<file path="src/hw/rtl/alps_pkg.sv">
// ----------------------------------------------------------------------------
// alps_pkg
// Shared types and constants of the addressable LED PWM serializer.
// ----------------------------------------------------------------------------
package alps_pkg;

  localparam int MAX_LEDS_DEF    = 256;
  localparam int RESET_SLOTS_DEF = 50;

  localparam logic [15:0] PERIOD_RESET = 16'd89;
  localparam logic [4:0]  BIT_HI       = 5'd23;

  // x / 3 == (x * RECIP3) >> RECIP_SHIFT, exact for x < 2**19
  localparam logic [17:0] RECIP3      = 18'd174763;
  localparam int          RECIP_SHIFT = 19;

  localparam logic [2:0] ACT_SET_LED   = 3'd0;
  localparam logic [2:0] ACT_SET_ALL   = 3'd1;
  localparam logic [2:0] ACT_CLEAR_ALL = 3'd2;
  localparam logic [2:0] ACT_START     = 3'd3;
  localparam logic [2:0] ACT_TICK      = 3'd4;

  localparam logic REG_CHAIN_LEN  = 1'b0;
  localparam logic REG_PWM_PERIOD = 1'b1;

  typedef struct packed {
    logic [2:0] action;
    logic [7:0] led_index;
    logic [7:0] red;
    logic [7:0] green;
    logic [7:0] blue;
  } in_t;

  typedef struct packed {
    logic [15:0] compare_value;
    logic        slot_valid;
    logic        last_slot;
    logic        busy_res;
    logic        rejected;
  } out_t;

  typedef struct packed {
    logic accept;
    logic sweep;
    logic sweep_full;
    logic fill_load;
    logic calc;
  } cmd_t;

  typedef struct packed {
    logic need_fill;
    logic need_calc;
    logic sweep_end;
    logic out_free;
  } sts_t;

  typedef enum logic [3:0] {
    ST_CLEAR = 4'b0001,
    ST_IDLE  = 4'b0010,
    ST_FILL  = 4'b0100,
    ST_CALC  = 4'b1000
  } state_t;

endpackage

</file>
<file path="src/hw/rtl/alps_ctrl.sv">
// ----------------------------------------------------------------------------
// alps_ctrl
// Sequencer: reset clearing pass, store sweeps and bit slot compare.
// ----------------------------------------------------------------------------
module alps_ctrl (
  input  logic          clk,
  input  logic          rst,
  input  logic          in_valid,
  output logic          in_stall,
  input  alps_pkg::sts_t sts,
  output alps_pkg::cmd_t cmd
);

  alps_pkg::state_t state;
  alps_pkg::state_t state_next;
  logic             ready;

  assign ready    = (state == alps_pkg::ST_IDLE) && sts.out_free;
  assign in_stall = !ready;

  always_comb begin
    state_next = state;
    cmd        = '0;
    case (state)
      alps_pkg::ST_CLEAR: begin
        cmd.sweep      = 1'b1;
        cmd.sweep_full = 1'b1;
        if (sts.sweep_end) begin
          state_next = alps_pkg::ST_IDLE;
        end
      end
      alps_pkg::ST_IDLE: begin
        if (in_valid && ready) begin
          cmd.accept = 1'b1;
          if (sts.need_fill) begin
            state_next = alps_pkg::ST_FILL;
          end else if (sts.need_calc) begin
            state_next = alps_pkg::ST_CALC;
          end
        end
      end
      alps_pkg::ST_FILL: begin
        cmd.sweep = 1'b1;
        if (sts.sweep_end) begin
          cmd.fill_load = 1'b1;
          state_next    = alps_pkg::ST_IDLE;
        end
      end
      alps_pkg::ST_CALC: begin
        cmd.calc   = 1'b1;
        state_next = alps_pkg::ST_IDLE;
      end
      default: begin
        state_next = alps_pkg::ST_IDLE;
      end
    endcase
  end

  always_ff @(posedge clk) begin
    if (rst) begin
      state <= alps_pkg::ST_CLEAR;
    end else begin
      state <= state_next;
    end
  end

endmodule

</file>
<file path="config.mk">
export PLATFORM = sky130hd
export DESIGN_NAME = alps_ctrl
export DESIGN_NICKNAME = d
export VERILOG_FILES = /design/src/hw/rtl/alps_pkg.sv /design/src/hw/rtl/alps_ctrl.sv
export SDC_FILE = /design/constraint.sdc
export NUM_CORES = 1
export LEC_CHECK = 0
export BUFFER_PORTS_ARGS = -buffer_cell sky130_fd_sc_hd__buf_4
export CAP_MARGIN = 25
export CORE_AREA = 2 2 39 41
export DETAILED_ROUTE_END_ITERATION = 12
export DIE_AREA = 0 0 41 43
export GPL_ROUTABILITY_DRIVEN = 0
export HOLD_SLACK_MARGIN = 0.08
export PLACE_DENSITY = 0.44
export SLEW_MARGIN = 20
export SYNTH_ARGS = -nofsm -noshare
export SYNTH_HDL_FRONTEND = slang
export SYNTH_SLANG_ARGS = --single-unit
</file>
<file path="constraint.sdc">
create_clock -name clk -period 1.25 [get_ports clk]
set_input_delay 0.125 -clock clk [delete_from_list [all_inputs] [get_ports clk]]
set_output_delay 0.125 -clock clk [all_outputs]
set_load 0.02 [all_outputs]
</file>
Word level (Yosys, flattened, before mapping)
Cells that the tools add are included.
- register bits after elaboration: 4
- input bits: 7
- multiplexer cells: 12
- reductions and logical operators: 5
- eq/ne operators: 7
- operators by type and width (cell ; count):
    2-to-1 mux 4 bit ; 4
    case mux 4 bit (2 select lines) ; 1
    2-to-1 mux 1 bit ; 7
    equality test 4 x 1 -> 1 bit (second input constant) ; 1
    equality test 4 x 2 -> 1 bit (second input constant) ; 1
    equality test 4 x 3 -> 1 bit (second input constant) ; 1
    equality test 4 bit (second input constant) ; 1
    inequality test 2 x 1 -> 1 bit (second input constant) ; 2
    inequality test 3 bit (second input constant) ; 1
    AND reduction 3 bit ; 1
    logical AND 1 bit ; 2
    OR reduction 2 bit ; 1
    logical NOT 1 bit ; 1

Depth between registers and ports, before layout
- depth after elaboration: 5
- depth in mapped cells: 3
- mapped depth without buffers: 3

Worst setup path after synthesis
OpenSTA, ideal clock, no wires.
- path type: register -> output
- from: reg state[0]
- to: out cmd[2] in the netlist's numbering
- arrival time: 1146 ps
- stages on the path, launching flop included: 2
- setup slack: -21 ps
- required time: 1125 ps
- cell sequence: dfxtp_1 -> nor4b_1
- RTL lines (what ; line ; text):
    start, declared ; alps_ctrl.sv:14 ; alps_pkg::state_t state;
    start signal, assigned ; alps_ctrl.sv:61 ; state <= alps_pkg::ST_CLEAR;
    start signal, assigned ; alps_ctrl.sv:63 ; state <= state_next;
    end, declared ; alps_ctrl.sv:11 ; output alps_pkg::cmd_t cmd

==> results.ini <==
[timing]
tightestPinTransition_ps = 252
max_freq_mhz = 834
relSlewSlack = 0.831
period_share = 0.960
min_period_ps = 1200
maxSlewViolCount = 0
timing_hold_violations_final = 0
rsz0062_at_grt = yes
finalClockSkew_ps = 3.67
tns_ps = 0
setup_ws_ps = 50.3
finalSetupViolations = 0

[synthesis]
yosys.area_share.simple = 0.451
synth_area_um2 = 216
synth_xor_area_frac = 0.0405
ys_seq_area_frac = 0.370
yosys_warnings = 0
synth_nets = 31
syn_inst = 24
synthMuxAreaShare = 0
synth_fa_ha_area_frac = 0
synth_top_family_by_area = simple AND/OR/NAND/NOR gates
synth-seq-cells = 4
synth.avg_cell_area_um2 = 9.02
synth-compound-area-share = 0.121
yosysUniqueCellTypes = 17

[worst_setup_path]
worst-path-max-fanout = 6
cpMaxStageDelayCell = dfxtp_4
crit_path_start_kind = register
crit_type = register to primary output
cp.arrival_ps = 1070
crit_family = flip-flops
critPathMaxStageDelay_ps = 370
crit_chain = nor2b_4 -> and4_4 -> buf_6
critPathRequiredTime_ps = 1120
endpoint_kind = primary output
cp_num_buf_inv = 1

[routing]
post_drt_wl_per_cell_um = 10.7
via_count = 253
detail_route.iter0.violations = 0
drtPass1Iterations = 1
ant_nets = 0
drcViolationCount = 0
wirelength_um = 623
via_per_inst = 4.36

[cts]
path_clk_slew_ps = 30
cts.sinks = 4
cts_buffer_depth = 2
clock_latency_ps = 230
cts_root_buf = clkbuf_4
tritoncts = done
cts_buffers = 3
h-tree-depth = 1

[layout]
largestRegisters = state: 4 flops
syn_to_final_growth_pct = 90.8
mostFrequentLayoutCells = buf_4 (13), clkbuf_4 (3), dfxtp_4 (3)
nNetsFinal = 51
drive_gt1_frac = 0.667
top_register = state
mostFrequentLayoutCell = buf_4
largest_reg_flops = 4
antenna_cells = 0

[pwr]
p_leak_nw = 0.188
power_density_mw_per_mm2 = 921
ir_drop_mv = 0.312

[status]
status = finished clean

[die]
die_x_um = 41
rows = 14
dieHeight_um = 43
die_area_mm2 = 0.00176
io_pins = 13
initial_core_util = 0.156
core_mm2 = 0.00138

[global_routing]
grt_pass1_wl_um = 972
grt_overflow_total = 0
antenna_found_initial = 0
grt_pass1_vias = 243
grt_max_degree = 7
grtUsageTotal = 0.0843

[hold_path]
hp-class = input port to register

[run]
maxCapViolations = 0

[place]
portBuffers = 12
place_worst_setup_slack_ps = 145
hpwl_um = 467

cells in the mapped netlist:
master    instances  share of area
a211oi_1          1          0.035
nor3_1            2          0.046
nor2_1            2          0.035
nor2b_1           1          0.029
xnor2_1           1          0.040
nor4b_1           2          0.081
dfxtp_1           4           0.37
or2_2             1          0.029
inv_1             1          0.017
nor3b_1           1          0.035
nor2_2            1          0.029
nand3_1           2          0.046
a32o_2            1          0.052
and4_4            1          0.052
and3_1            1          0.029
nor2b_2           1          0.040
a21o_1            1          0.035
through the flow:
step           instances  power, mW  cell area [um2]  hold WS [ps]   util
6_report              58      0.380              413           143  0.298
5_1_grt               58      0.411              413           147  0.298
4_1_cts               58      0.390              393           135  0.284
3_5_place_dp          52      0.215              333           335  0.241
3_3_place_gp          52      0.215              333           334  0.241
2_1_floorplan         24      0.180              223           198      -
cell families (layout without fill, tap and decap cells):
logic type / Yosys count / in the layout
DFF: 4 / 4
and+or+nand+nor: 15 / 15
xor gates and xnor gates: 1 / 1
AOI/OAI and AO/OA: 3 / 3
buffers and inverters: 1 / 19
per-layer routing:
metal / vias up / track usage / share of wire
met1: 113 / 0.0997 / 0.44
met2: 13 / 0.119 / 0.44
li1: 127 / - / -
met4: 0 / 0.0600 / 0
met3: 0 / 0.0314 / 0.12
met5: - / 0 / 0
power by group:
group          switching [mW]  internal, mW
Clock                  0.0496         0.107
Combinational          0.0332        0.0475
Sequential             0.0112         0.132
Total                  0.0940         0.286
cell type report:
cell class                 count  area (um2)
fill                         155         971
sequential                     4        92.6
timing repair buffer          15         119
inverter                       1        3.75
clock buffer                   3        22.5
multi-input combinational     19         155
tap                           16        20.0
path summary, 6_finish.rpt:
| kind | startpoint | end | slack, ps | cells after the start |
|---|---|---|---|---|
| hold / removal | sts[2] | state[3]$_SDFFE_PP0P_ | 140 | 2 |
| setup / recovery | state[1]$_SDFFE_PP0P_ | cmd[4] | 50 | 3 |
| setup reg to reg | state[1]$_SDFFE_PP0P_ | state[2]$_SDFFE_PP0P_ | 140 | 4 |
| hold reg to reg | state[0]$_SDFFE_PP1P_ | state[0]$_SDFFE_PP1P_ | 520 | 1 |
repair_timing:
item	in CTS	in global routing
setup endpoints to repair	3	5
resized for setup	5	6
endpoints found under the hold margin	1	0
setup buffers	2	0
pin swaps	2	1
hold buffers	1	0
(Power assumes the default switching activity.)
